File: config.mk
export PLATFORM = sky130hd
export DESIGN_NAME = bnsp_ctrl
export DESIGN_NICKNAME = d
export VERILOG_FILES = /design/src/bnsp_pkg.sv /design/src/bnsp_ctrl.sv
export SDC_FILE = /design/constraint.sdc
export NUM_CORES = 1
export LEC_CHECK = 0
export ABC_CLOCK_PERIOD_IN_PS = 4500
export BUFFER_PORTS_ARGS = -buffer_cell sky130_fd_sc_hd__buf_2
export CORE_MARGIN = 5
export CORE_UTILIZATION = 50
export DETAILED_ROUTE_END_ITERATION = 16
export PLACE_DENSITY = 0.85
export SETUP_SLACK_MARGIN = 0.2
export SLEW_MARGIN = 10
export SYNTH_ARGS = -nofsm -noshare
export SYNTH_HDL_FRONTEND = slang
export SYNTH_SLANG_ARGS = --single-unit
File: constraint.sdc
create_clock -name clk -period 4.5 [get_ports clk]
set_input_delay 0.225 -clock clk [delete_from_list [all_inputs] [get_ports clk]]
set_output_delay 0.225 -clock clk [all_outputs]
set_load 0.03 [all_outputs]
File: src/bnsp_pkg.sv
// Shared types, codes and the gate kind table of the bench netlist parser.
// Used by the controller, the datapath, the top level and the checker.
package bnsp_pkg;

    // Field widths
    localparam int NAME_W  = 12;
    localparam int KIND_W  = 5;
    localparam int EVENT_W = 4;
    localparam int GATE_W  = 4;

    // Token kinds
    localparam logic [KIND_W-1:0] TK_LPAR   = 5'd0;
    localparam logic [KIND_W-1:0] TK_RPAR   = 5'd1;
    localparam logic [KIND_W-1:0] TK_EQ     = 5'd2;
    localparam logic [KIND_W-1:0] TK_COMMA  = 5'd3;
    localparam logic [KIND_W-1:0] TK_INPUT  = 5'd4;
    localparam logic [KIND_W-1:0] TK_OUTPUT = 5'd5;
    localparam logic [KIND_W-1:0] TK_BUFF   = 5'd6;
    localparam logic [KIND_W-1:0] TK_NOT    = 5'd7;
    localparam logic [KIND_W-1:0] TK_AND    = 5'd8;
    localparam logic [KIND_W-1:0] TK_NAND   = 5'd9;
    localparam logic [KIND_W-1:0] TK_OR     = 5'd10;
    localparam logic [KIND_W-1:0] TK_NOR    = 5'd11;
    localparam logic [KIND_W-1:0] TK_XOR    = 5'd12;
    localparam logic [KIND_W-1:0] TK_XNOR   = 5'd13;
    localparam logic [KIND_W-1:0] TK_DFF    = 5'd14;
    localparam logic [KIND_W-1:0] TK_NAME   = 5'd15;
    localparam logic [KIND_W-1:0] TK_EOF    = 5'd16;

    // Result events
    localparam logic [EVENT_W-1:0] EV_IN       = 4'd0;
    localparam logic [EVENT_W-1:0] EV_OUT      = 4'd1;
    localparam logic [EVENT_W-1:0] EV_HEAD     = 4'd2;
    localparam logic [EVENT_W-1:0] EV_FANIN    = 4'd3;
    localparam logic [EVENT_W-1:0] EV_SYNTAX   = 4'd4;
    localparam logic [EVENT_W-1:0] EV_REDEF    = 4'd5;
    localparam logic [EVENT_W-1:0] EV_BOTHIO   = 4'd6;
    localparam logic [EVENT_W-1:0] EV_END_OK   = 4'd7;
    localparam logic [EVENT_W-1:0] EV_END_FAIL = 4'd8;

    // Gate kinds
    localparam logic [GATE_W-1:0] GK_BUFF = 4'd0;
    localparam logic [GATE_W-1:0] GK_NOT  = 4'd1;
    localparam logic [GATE_W-1:0] GK_DFF  = 4'd2;
    localparam logic [GATE_W-1:0] GK_AND  = 4'd3;
    localparam logic [GATE_W-1:0] GK_NAND = 4'd4;
    localparam logic [GATE_W-1:0] GK_OR   = 4'd5;
    localparam logic [GATE_W-1:0] GK_NOR  = 4'd6;
    localparam logic [GATE_W-1:0] GK_XOR  = 4'd7;
    localparam logic [GATE_W-1:0] GK_XNOR = 4'd8;

    typedef struct packed {
        logic [KIND_W-1:0] token_kind;
        logic [NAME_W-1:0] name_index;
    } tok_item_t;

    typedef struct packed {
        logic [EVENT_W-1:0] event_res;
        logic [NAME_W-1:0]  signal_index;
        logic [GATE_W-1:0]  gate_kind;
        logic               last;
    } res_item_t;

    // Statement phase
    typedef enum logic [3:0] {
        PH_START, PH_I_LPAR, PH_I_NAME, PH_I_RPAR,
        PH_O_LPAR, PH_O_NAME, PH_O_RPAR,
        PH_G_EQ, PH_G_TYPE, PH_G_LPAR, PH_G_NAME, PH_G_SEP,
        PH_SKIP
    } phase_t;

    // Controller sequencing state
    typedef enum logic [2:0] {
        S_CLEAR, S_IDLE, S_EXEC, S_MOD, S_FLAG, S_OUTDECL, S_FANIN, S_EOF_END
    } ctl_state_t;

    // Source of the signal index of a result
    typedef enum logic [1:0] {
        SIG_ZERO, SIG_TARGET, SIG_FANIN
    } sig_sel_t;

    // One word of the name table
    typedef struct packed {
        logic defined;
        logic primary_in;
    } flag_t;

    typedef struct packed {
        logic               tok_load;
        logic               set_target;
        logic               set_gate;
        logic               fan_clear;
        logic               fan_push;
        logic               fan_rd_start;
        logic               fan_rd_step;
        logic               slot_start;
        logic               flag_read;
        logic               flag_write;
        flag_t              flag_wdata;
        logic               clr_run;
        logic               emit;
        logic [EVENT_W-1:0] ev;
        sig_sel_t           sig_sel;
        logic               gate_en;
        logic               last;
    } bnsp_cmd_t;

    typedef struct packed {
        logic [KIND_W-1:0] tok_kind;
        logic              out_free;
        logic              fan_full;
        logic              fan_rd_last;
        logic              slot_busy;
        flag_t             flag;
        logic              clr_last;
    } bnsp_stat_t;

    // Gate kind for the gate type tokens
    function automatic logic [GATE_W-1:0] gate_of_token(input logic [KIND_W-1:0] kind);
        logic [GATE_W-1:0] g;
        case (kind)
            TK_BUFF: g = GK_BUFF;
            TK_NOT:  g = GK_NOT;
            TK_AND:  g = GK_AND;
            TK_NAND: g = GK_NAND;
            TK_OR:   g = GK_OR;
            TK_NOR:  g = GK_NOR;
            TK_XOR:  g = GK_XOR;
            TK_XNOR: g = GK_XNOR;
            TK_DFF:  g = GK_DFF;
            default: g = GK_BUFF;
        endcase
        return g;
    endfunction

endpackage

File: src/bnsp_ctrl.sv
// Controller: statement phase, error mark and result sequencing.
// Drives the datapath by bnsp_cmd_t and reads bnsp_stat_t; uses bnsp_pkg.
module bnsp_ctrl (
    input  logic                 clk,
    input  logic                 rst_n,
    input  logic                 token_valid,
    output logic                 token_ready,
    input  bnsp_pkg::bnsp_stat_t stat,
    output bnsp_pkg::bnsp_cmd_t  cmd
);
    import bnsp_pkg::*;

    ctl_state_t state_reg, state_next;
    phase_t     phase_reg, phase_next;
    logic       err_reg, err_next;

    function automatic bnsp_cmd_t with_emit(input bnsp_cmd_t c, input logic [EVENT_W-1:0] ev,
                                            input sig_sel_t s, input logic g, input logic l);
        bnsp_cmd_t r;
        r         = c;
        r.emit    = 1'b1;
        r.ev      = ev;
        r.sig_sel = s;
        r.gate_en = g;
        r.last    = l;
        return r;
    endfunction

    // Next state and commands
    always_comb
    begin
        logic              syn;
        logic              eof;
        logic [KIND_W-1:0] kind;
        syn         = 1'b0;
        eof         = 1'b0;
        kind        = stat.tok_kind;
        cmd         = '0;
        token_ready = 1'b0;
        state_next  = state_reg;
        phase_next  = phase_reg;
        err_next    = err_reg;

        case (state_reg)
            S_CLEAR:
            begin
                cmd.clr_run = 1'b1;
                if (stat.clr_last)
                    state_next = S_IDLE;
            end
            S_IDLE:
            begin
                token_ready = 1'b1;
                if (token_valid)
                begin
                    cmd.tok_load = 1'b1;
                    state_next   = S_EXEC;
                end
            end
            S_EXEC:
            begin
                if (kind == TK_EOF)
                begin
                    if (stat.out_free)
                    begin
                        if (phase_reg == PH_START)
                        begin
                            cmd = with_emit(cmd, err_reg ? EV_END_FAIL : EV_END_OK,
                                            SIG_ZERO, 1'b0, 1'b1);
                            eof = 1'b1;
                        end
                        else if (phase_reg == PH_SKIP)
                        begin
                            cmd = with_emit(cmd, EV_END_FAIL, SIG_ZERO, 1'b0, 1'b1);
                            eof = 1'b1;
                        end
                        else
                        begin
                            cmd = with_emit(cmd, EV_SYNTAX, SIG_ZERO, 1'b0, 1'b0);
                            state_next = S_EOF_END;
                        end
                    end
                end
                else
                begin
                    state_next = S_IDLE;
                    case (phase_reg)
                        PH_START:
                        begin
                            if (kind == TK_INPUT)
                                phase_next = PH_I_LPAR;
                            else if (kind == TK_OUTPUT)
                                phase_next = PH_O_LPAR;
                            else if (kind == TK_NAME)
                            begin
                                cmd.set_target = 1'b1;
                                phase_next     = PH_G_EQ;
                            end
                            else
                                syn = 1'b1;
                        end
                        PH_I_LPAR:
                        begin
                            if (kind == TK_LPAR)
                                phase_next = PH_I_NAME;
                            else
                                syn = 1'b1;
                        end
                        PH_O_LPAR:
                        begin
                            if (kind == TK_LPAR)
                                phase_next = PH_O_NAME;
                            else
                                syn = 1'b1;
                        end
                        PH_I_NAME:
                        begin
                            if (kind == TK_NAME)
                            begin
                                cmd.set_target = 1'b1;
                                phase_next     = PH_I_RPAR;
                            end
                            else
                                syn = 1'b1;
                        end
                        PH_O_NAME:
                        begin
                            if (kind == TK_NAME)
                            begin
                                cmd.set_target = 1'b1;
                                phase_next     = PH_O_RPAR;
                            end
                            else
                                syn = 1'b1;
                        end
                        PH_I_RPAR, PH_O_RPAR:
                        begin
                            if (kind == TK_RPAR)
                            begin
                                cmd.slot_start = 1'b1;
                                state_next     = S_MOD;
                            end
                            else
                                syn = 1'b1;
                        end
                        PH_G_EQ:
                        begin
                            if (kind == TK_EQ)
                                phase_next = PH_G_TYPE;
                            else
                                syn = 1'b1;
                        end
                        PH_G_TYPE:
                        begin
                            if (kind inside {[TK_BUFF:TK_DFF]})
                            begin
                                cmd.set_gate = 1'b1;
                                phase_next   = PH_G_LPAR;
                            end
                            else
                                syn = 1'b1;
                        end
                        PH_G_LPAR:
                        begin
                            if (kind == TK_LPAR)
                            begin
                                cmd.fan_clear = 1'b1;
                                phase_next    = PH_G_NAME;
                            end
                            else
                                syn = 1'b1;
                        end
                        PH_G_NAME:
                        begin
                            if (kind == TK_NAME && !stat.fan_full)
                            begin
                                cmd.fan_push = 1'b1;
                                phase_next   = PH_G_SEP;
                            end
                            else
                                syn = 1'b1;
                        end
                        PH_G_SEP:
                        begin
                            if (kind == TK_COMMA)
                                phase_next = PH_G_NAME;
                            else if (kind == TK_RPAR)
                            begin
                                cmd.slot_start = 1'b1;
                                state_next     = S_MOD;
                            end
                            else
                                syn = 1'b1;
                        end
                        default:
                        begin
                            // skip mode: drop tokens up to the closing paren
                            if (kind == TK_RPAR)
                                phase_next = PH_START;
                        end
                    endcase
                end
            end
            S_MOD:
            begin
                if (!stat.slot_busy)
                begin
                    cmd.flag_read = 1'b1;
                    state_next    = S_FLAG;
                end
            end
            S_FLAG:
            begin
                if (stat.out_free)
                begin
                    phase_next = PH_START;
                    state_next = S_IDLE;
                    case (phase_reg)
                        PH_I_RPAR:
                        begin
                            if (stat.flag.defined)
                            begin
                                cmd      = with_emit(cmd, EV_REDEF, SIG_TARGET, 1'b0, 1'b1);
                                err_next = 1'b1;
                            end
                            else
                            begin
                                cmd = with_emit(cmd, EV_IN, SIG_TARGET, 1'b0, 1'b1);
                                cmd.flag_write = 1'b1;
                                cmd.flag_wdata = '{defined: 1'b1, primary_in: 1'b1};
                            end
                        end
                        PH_O_RPAR:
                        begin
                            if (stat.flag.primary_in)
                            begin
                                cmd = with_emit(cmd, EV_BOTHIO, SIG_TARGET, 1'b0, 1'b0);
                                state_next = S_OUTDECL;
                            end
                            else
                                cmd = with_emit(cmd, EV_OUT, SIG_TARGET, 1'b0, 1'b1);
                        end
                        PH_G_SEP:
                        begin
                            if (stat.flag.defined)
                            begin
                                cmd      = with_emit(cmd, EV_REDEF, SIG_TARGET, 1'b0, 1'b1);
                                err_next = 1'b1;
                            end
                            else
                            begin
                                // gate always has at least one fanin here
                                cmd = with_emit(cmd, EV_HEAD, SIG_TARGET, 1'b1, 1'b0);
                                cmd.flag_write   = 1'b1;
                                cmd.flag_wdata   = '{defined: 1'b1,
                                                     primary_in: stat.flag.primary_in};
                                cmd.fan_rd_start = 1'b1;
                                state_next       = S_FANIN;
                            end
                        end
                        default:
                        begin
                            state_next = S_IDLE;
                        end
                    endcase
                end
            end
            S_OUTDECL:
            begin
                if (stat.out_free)
                begin
                    cmd        = with_emit(cmd, EV_OUT, SIG_TARGET, 1'b0, 1'b1);
                    state_next = S_IDLE;
                end
            end
            S_FANIN:
            begin
                if (stat.out_free)
                begin
                    cmd = with_emit(cmd, EV_FANIN, SIG_FANIN, 1'b1, stat.fan_rd_last);
                    if (stat.fan_rd_last)
                        state_next = S_IDLE;
                    else
                        cmd.fan_rd_step = 1'b1;
                end
            end
            S_EOF_END:
            begin
                if (stat.out_free)
                begin
                    cmd = with_emit(cmd, EV_END_FAIL, SIG_ZERO, 1'b0, 1'b1);
                    eof = 1'b1;
                end
            end
            default:
            begin
                state_next = S_CLEAR;
            end
        endcase

        // Report a syntax error, or hold the token until the output frees up
        if (syn)
        begin
            if (stat.out_free)
            begin
                cmd        = with_emit(cmd, EV_SYNTAX, SIG_ZERO, 1'b0, 1'b1);
                err_next   = 1'b1;
                phase_next = (kind == TK_RPAR) ? PH_START : PH_SKIP;
                state_next = S_IDLE;
            end
            else
            begin
                phase_next = phase_reg;
                state_next = S_EXEC;
            end
        end

        // End of file: reset statement state and sweep the name table
        if (eof)
        begin
            err_next      = 1'b0;
            phase_next    = PH_START;
            cmd.fan_clear = 1'b1;
            state_next    = S_CLEAR;
        end
    end

    always_ff @(posedge clk or negedge rst_n)
    begin
        if (!rst_n)
        begin
            state_reg <= S_CLEAR;
            phase_reg <= PH_START;
            err_reg   <= 1'b0;
        end
        else
        begin
            state_reg <= state_next;
            phase_reg <= phase_next;
            err_reg   <= err_next;
        end
    end

endmodule

Word level (Yosys, flattened, before mapping)
Index checks and enable logic that the tools add are counted.
Cells by class
  order comparisons: 2
  eq/ne operators: 51
  muxes and demuxes: 110
  reductions and logical operators: 14
Operator list (number)
  4-bit two-way mux: 21
  22-bit two-way mux: 3
  22-bit case mux with 3 select lines: 1
  5-bit inequality test, second input constant: 12
  3-bit two-way mux: 16
  9-bit case mux with 5 select lines: 1
  4-bit case mux with 11 select lines: 1
  1-bit two-way mux: 41
  9-bit two-way mux: 4
  4-bit inequality test, second input constant: 9
  7-bit case mux with 5 select lines: 1
  3-bit case mux with 7 select lines: 1
  4-bit equality test, second input constant: 5
  1-bit case mux with 6 select lines: 3
  17-bit two-way mux: 1
  4-bit by 3-bit equality test with 1-bit output, second input constant: 4
  16-bit two-way mux: 1
  16-bit AND reduction: 1
  3-bit case mux with 5 select lines: 1
  14-bit two-way mux: 1
  14-bit by 5-bit inequality test with 1-bit output, second input constant: 1
  13-bit two-way mux: 1
  3-bit equality test, second input constant: 4
  3-bit case mux with 2 select lines: 2
  30 further kinds: 41
Word-level totals
  register bits: 8
  bits of input ports: 15
  word-level logic and storage cells: 180

Longest topological paths before layout
Gate-level depths: netlist of run 1.
  depth in word-level cells: 9
  gate-level depth with buffers: 8
  gate-level depth less buffers: 7

Worst setup path before layout of run 1
No wires, ideal clock.
  path kind: register to output
  start: register phase_reg[0]
  end: output cmd[1] in the netlist's numbering
  arrival time: 2342 ps
  data required time: 4275 ps
  path slack: 1933 ps
  cell stages (with the launch flop): 6
  buffers on the path: 2
  path through: dfrtp_1 clkbuf_8 clkbuf_1 nand2_1 nor4_1 nand2b_1
RTL lines
  from (decl): RTL line bnsp_ctrl.sv:14  | phase_t phase_reg, phase_next;
  from (signal assigned): RTL line bnsp_ctrl.sv:339  | phase_reg <= phase_next;
  to (decl): RTL line bnsp_ctrl.sv:9  | output bnsp_pkg::bnsp_cmd_t cmd

==> results of run 1 <==
worst max-delay path: stages, from the launching register on:
cell and delay (ps):
dfrtp_1 820, nor3b_1 440, nor2_1 130, o32ai_1 410, or2_4 240, o21a_1 210
a21oi_1 60, o221ai_1 190, buf_2 230
Yosys cell counts (3+ instances only):
library cell,count,share of area
nor2_1,29,0.076
nand2_1,18,0.047
o21ai_0,13,0.046
nand3_1,12,0.042
a21oi_1,10,0.035
dfrtp_1,8,0.14
inv_1,8,0.021
nor3_1,7,0.025
clkbuf_1,6,0.016
nand2b_1,6,0.026
nor2b_1,6,0.026
and3_1,5,0.022
nor4_1,5,0.022
nor3b_1,4,0.021
o31ai_1,4,0.021
a21o_1,3,0.016
a31oi_1,3,0.013
nand4_1,3,0.013
o32ai_1,3,0.018
area by class of cell:
class | count | area, µm²
timing repair buffer | 38 | 195
sequential | 8 | 200
tap | 31 | 38.8
fill | 270 | 1150
clock buffer | 3 | 22.5
multi-input combinational | 175 | 1100
inverter | 8 | 30.0
power groups by stage:
stage                     registers (mW)  clock network [mW]  logic, mW
after global placement             0.234                   0      0.637
after detailed placement           0.234                   0      0.645
after floorplan                    0.136                   0      0.625
after CTS                          0.233              0.0567      0.648
final                              0.240              0.0518      0.656
after global routing               0.249              0.0600      0.721
per-layer routing:
layer	global-route usage	vias to the layer above	share of wire
met2	0.332	92	0.47
li1	-	829	-
met1	0.266	801	0.43
met5	0	-	0
met4	0.0779	0	0.0099
met3	0.0337	8	0.092
path summary, 6_finish.rpt:
path | depth (start not counted) | end | startpoint | slack [ps]
setup / recovery | 8 | cmd[0] | phase_reg[2]$_DFFE_PN0P_ | 1300
hold reg to reg | 2 | err_reg$_DFF_PN0_ | err_reg$_DFF_PN0_ | 580
setup reg to reg | 7 | phase_reg[1]$_DFFE_PN0P_ | state_reg[1]$_DFFE_PN0P_ | 1720
max in group asynchronous | 2 | phase_reg[1]$_DFFE_PN0P_ | rst_n | 3990
hold / removal | 2 | state_reg[1]$_DFFE_PN0P_ | rst_n | 350
min in group clk | 3 | err_reg$_DFF_PN0_ | stat[6] | 400
placed cells by master (no fill, tap or decap), types with 3 or more instances in the layout:
| cell | count |
|---|---|
| nor3_1 | 7 |
| nor2b_1 | 6 |
| nand3_1 | 12 |
| and3_1 | 5 |
| nor2_1 | 29 |
| nor4_1 | 5 |
| buf_2 | 37 |
| inv_1 | 8 |
| a21o_1 | 3 |
| a31oi_1 | 3 |
| o31ai_1 | 4 |
| o21ai_0 | 13 |
| nor3b_1 | 4 |
| nand4_1 | 3 |
| clkbuf_4 | 3 |
| nand2b_1 | 6 |
| a21oi_1 | 10 |
| nand2_1 | 18 |
| o32ai_1 | 3 |
| dfrtp_1 | 8 |
kinds of logic (layout without fill, tap and decap cells):
group / after synthesis / after routing / synth area share
AOI/OAI and AO/OA: 62 / 62 / 0.336
buffers and inverters: 22 / 49 / 0.0887
DFF: 8 / 8 / 0.140
muxes: 2 / 2 / 0.0149
and+or+nand+nor: 111 / 111 / 0.420
metrics by stage:
stage          utilization  instance area (µm²)  hold slack [ps]  setup WS [ps]
4_1_cts              0.580                 1590              334           1370
6_report             0.580                 1590              348           1300
3_3_place_gp         0.568                 1550             74.1           1690
5_1_grt              0.580                 1590              342           1110
2_1_floorplan            -                 1430            -70.6           1930
3_5_place_dp         0.568                 1550             75.1           1650
timing repair:
| action | in CTS | in global routing |
|---|---|---|
| hold endpoints to repair | 8 | 0 |
| setup endpoints to repair | 0 | 0 |
| hold buffers | 1 | 0 |
==> run metrics, run 1 <==
#FFs+latches synth=8; DR iter-0 viols=212; CTS tree=built; placed cells=259; Internal=0.398 mW; antenna violations before repair=0; Net Sw Frac=0.580; Hold Fails Final Rpt=0; Vert. Die Dim=63.4 µm; Slew HR=0.502; GRT Total Usage=0.204; syn_nets=220; Hold Crit Class=in -> async; Worst-path clk slew=around 50 ps; Via Count=1730; CP Data Arrival Time=2980 ps; CP Data Required Time=4280 ps; Residual DRC=0; starting density of the core=0.521; largest net degree at the start of global routing=26; die area=around 4000 µm²; actual slew at the worst max-slew pin=~750 ps; Pre-Repair DR Iteration Count=5; Min Clock Period, post-route=~3200 ps; worst-path fanout max=25; clk_skew=between 0.15 and 0.2 ps; drt total wl=approximately 4200 µm; post-route ant nets=0; Gates resized, CTS repair=0; setup bufs post-CTS=0; PnR Total Power=0.948 mW; Power Density=approximately 600 nW/µm²; via/cell ratio=6.58; Finish-stage setup viols=0; Num CTS Buffers=3; Clock Latency Late Sink=250 ps; Fmax=0.312 GHz; global placement routability congestion=0.901; root cell of the clock tree=clkbuf_4; post-layout instance count excluding filler cells=roughly 260; peak supply drop=slightly below 0.4 mV; startpoint types=flip-flop; RSZ-0062 raised after global routing=no; max cap viols=0; leakage power=0.704 nW; global-route wire length before repair=6970 µm; synth unique cells=59; Site Rows=19; I/O pins=38; core area=2730 µm²; Ys Warns=0; Psw=0.550 mW; IO buf count=37; max reg flops=4; async set or reset register ratio after synthesis=1.00; dominant synthesized flop cell=dfrtp_1; GRT overflow=0; clock share of power=0.055; synthesis-to-finish area growth=11.2%; Max clock buf depth=2; Final nets=around 250; status=finished clean; Logic pwr share=0.692; period utilization=0.712; vias in the first global route=1580; crit end category=output port; HPWL Detailed=3140 µm; Final Slew Violations=0; Seq/Total Area, Yosys=0.140; setup_tns=0 ps; mapped cell area=1430 µm²; synthesized area per cell=6.95 µm²; Die Width=63.4 µm; Antenna Cells=0; layout cell share with drive strength beyond 1=0.233; Seq pwr share=0.253; CTS sink cnt=8; H-tree depth=1; EDFF count, synth=0; WL/cell=between 15 and 20 µm; Worst Setup Path Type=reg -> out; cells after synthesis=205
(Power assumes the default switching activity.)
==> run 2: changes to the inputs <==
--- a/config.mk
+++ b/config.mk
@@ -5,12 +5,12 @@
 export SDC_FILE = /design/constraint.sdc
 export NUM_CORES = 1
 export LEC_CHECK = 0
-export ABC_CLOCK_PERIOD_IN_PS = 4500
+export ABC_CLOCK_PERIOD_IN_PS = 2840
 export BUFFER_PORTS_ARGS = -buffer_cell sky130_fd_sc_hd__buf_2
 export CORE_MARGIN = 5
-export CORE_UTILIZATION = 50
+export CORE_UTILIZATION = 48
 export DETAILED_ROUTE_END_ITERATION = 16
-export PLACE_DENSITY = 0.85
+export PLACE_DENSITY = 0.86
 export SETUP_SLACK_MARGIN = 0.2
 export SLEW_MARGIN = 10
 export SYNTH_ARGS = -nofsm -noshare
==> constraint.sdc (replaced) <==
create_clock -name clk -period 2.84 [get_ports clk]
set_input_delay 0.142 -clock clk [delete_from_list [all_inputs] [get_ports clk]]
set_output_delay 0.142 -clock clk [all_outputs]
set_load 0.03 [all_outputs]
==> run 2 against run 1 <==
Worst setup slack lost 950 ps; power grew 76%; utilization grew 3.4 points; clock-buffer cell count is the same; critical path depth grew 1; first-iteration DRC count shrank 19%; wire length grew 4.8%; global-route usage shrank 0.23 points; cell count grew 6.1%; final area grew 8.6%; largest cell class unchanged; highest routed layer unchanged.
==> run metrics, run 2 (same netlist as run 1, synthesis figures left out) <==
worst setup margin=349 ps (was 1300 ps); post-layout instance count excluding filler cells=279 (was 263); R2R Path End=phase_reg[1]$_DFFE_PN0P_ (unchanged); largest net degree at the start of global routing=19 (was 26); Worst Setup Path Type=reg -> out (unchanged); Power Density=972 nW/µm² (was 598 nW/µm²); Min Clock Period, post-route=2490 ps; Antenna Cells=0 (unchanged); layout cell share with drive strength beyond 1=0.306 (was 0.233); Slew HR=0.604 (was 0.502); DR iter-0 viols=172 (was 212); commonest cells after routing, fill and taps aside=36 x buf_2, 29 x nor2_1, 18 x nand2_1 (was 37 x buf_2, 29 x nor2_1, 18 x nand2_1); crit end category=output port (unchanged); commonest non-fill, non-tap cell in the layout=buf_2 (unchanged); period utilization=0.877; clk_skew=3.60 ps (was 0.157 ps); critical path, cell by cell=buf_4 -> nor2b_1 -> nor2_1 -> o32ai_2 -> or2_4 -> o21a_2 -> a21oi_1 -> o221ai_1 -> clkbuf_4 (was nor3b_1 -> nor2_1 -> o32ai_1 -> or2_4 -> o21a_1 -> a21oi_1 -> o221ai_1 -> buf_2); PnR Total Power=1.67 mW (was 0.948 mW); GRT Total Usage=0.202 (was 0.204); via/cell ratio=6.32 (was 6.58); I/O pins=38 (unchanged); Pre-Repair DR Iteration Count=4 (was 5); RSZ-0062 raised after global routing=no (unchanged); global placement routability congestion=0.972 (was 0.901); H-tree depth=1 (unchanged); reg2reg setup slack=420 ps (was 1720 ps); CP Data Required Time=2700 ps (was 4280 ps); setup_tns=0 ps (unchanged); r2r worst-path depth=7 (unchanged); Finish-stage setup viols=0 (unchanged); Worst setup startpoint=phase_reg[2]$_DFFE_PN0P_ (unchanged); CTS tree=built (unchanged); status=finished clean (unchanged); Hold Crit Class=in -> async (unchanged); die area=4160 µm² (was 4020 µm²); largest stage delay on the critical path=500 ps (was 820 ps); max reg flops=4 (unchanged); CP Depth=9 (was 8); max cap viols=0 (unchanged); Final Slew Violations=0 (unchanged); CP Data Arrival Time=2350 ps (was 2980 ps); Residual DRC=0 (unchanged); CTS sink cnt=8 (unchanged); Final nets=265 (was 249); Via Count=1762 (was 1730); critical path's top delay family=compound AO/OA/AOI/OAI gates (unchanged); Num CTS Buffers=3 (unchanged); Fmax=~0.40 GHz; DP Area=1650 µm² (was 1550 µm²); WL/cell=15.6 µm (was 15.8 µm); placed cells=272 (was 259); Worst Path Buf+Inv=2 (was 1); global-route wire length before repair=6980 µm (was 6970 µm); IO buf count=37 (unchanged); CP endpoint=cmd[0] (unchanged); RR Startpoint=phase_reg[2]$_DFFE_PN0P_ (was state_reg[1]$_DFFE_PN0P_); dpl ws=381 ps (was 1650 ps); leakage power=0.784 nW (was 0.704 nW); Hold Fails Final Rpt=0 (unchanged); peak supply drop=0.577 mV (was 0.392 mV); Clock Latency Late Sink=240 ps (was 250 ps); Die Width=64.5 µm (was 63.4 µm); GRT overflow=0 (unchanged); startpoint types=flip-flop (unchanged); Final Cell Area=1720 µm² (was 1590 µm²); core area=2810 µm² (was 2730 µm²); synthesis-to-finish area growth=20.8% (was 11.2%); filler instances=247 (was 270); Worst-path clk slew=50 ps (about the same); worst-path fanout max=15 (was 25); Worst path slowest cell=dfrtp_2 (was dfrtp_1); starting density of the core=0.508 (was 0.521); Site Rows=19 (unchanged); drt total wl=4360 µm (was 4160 µm); post-route ant nets=0 (unchanged); Vert. Die Dim=64.5 µm (was 63.4 µm); actual slew at the worst max-slew pin=579 ps (was 747 ps); antenna violations before repair=0 (unchanged); Max clock buf depth=2 (unchanged); root cell of the clock tree=clkbuf_4 (unchanged); HPWL Detailed=3390 µm (was 3140 µm); vias in the first global route=1551 (was 1580)
==> run 2: cell count changes in the layout (fill, tap and decap cells not counted) <==
| cell | change |
|---|---|
| buf_4 | +16 |
| o32ai_2 | +1 |
| dfrtp_2 | +4 |
| buf_2 | -1 |
| o21a_2 | +1 |
| dfrtp_1 | -4 |
| o21a_1 | -1 |
| o32ai_1 | -1 |
| clkbuf_4 | +1 |
==> run 2: worst min path at each step <==
stage,start,endpoint,slack (ps),cells past startpoint
floorplan,rst_n,err_reg$_DFF_PN0_,-150,0
global placement,rst_n,state_reg[2]$_DFFE_PN0P_,-20,1
detailed placement,rst_n,state_reg[0]$_DFFE_PN0P_,-20,1
CTS,rst_n,phase_reg[3]$_DFFE_PN0P_,250,2
global route,rst_n,phase_reg[3]$_DFFE_PN0P_,280,2
finish,rst_n,phase_reg[3]$_DFFE_PN0P_,260,2
==> run 2: metrics by stage <==
step	util	hold slack, ps
5_1_grt	0.614	284
3_5_place_dp	0.588	-15.9
3_3_place_gp	0.588	-16.9
4_1_cts	0.601	251
6_report	0.614	261
2_1_floorplan	-	-154
==> run 2: final cells by class <==
cell class	count	area, µm²	area share
Inverter	8	30.0	0.0174
Sequential cell	8	205	0.119
Clock buffer	3	22.5	0.0131
Tap cell	31	38.8	0.0225
Multi-Input combinational cell	175	1110	0.643
Timing Repair Buffer	54	318	0.185
==> run 2: what timing repair did <==
action,in CTS,in global routing
pin swaps,0,0
hold buffers,1,0
buffers inserted,0,3
cloned,0,0
gates resized for setup,2,5
setup endpoints to repair,2,2
endpoints found under the hold margin,8,0
==> run 2: metal layers <==
| metal | global-route usage | vias to the layer above | wire (µm) |
|---|---|---|---|
| li1 | - | 856 | - |
| met1 | 0.268 | 820 | 1790 |
| met2 | 0.344 | 84 | 2210 |
| met3 | 0.0190 | 2 | 335 |
| met4 | 0.0660 | 0 | 17 |
| met5 | 0 | - | 0 |
==> run 2: where the power goes <==
group          internal (mW)  switching [mW]
clock                 0.0479          0.0325
sequential             0.172           0.110
combinational          0.540           0.770
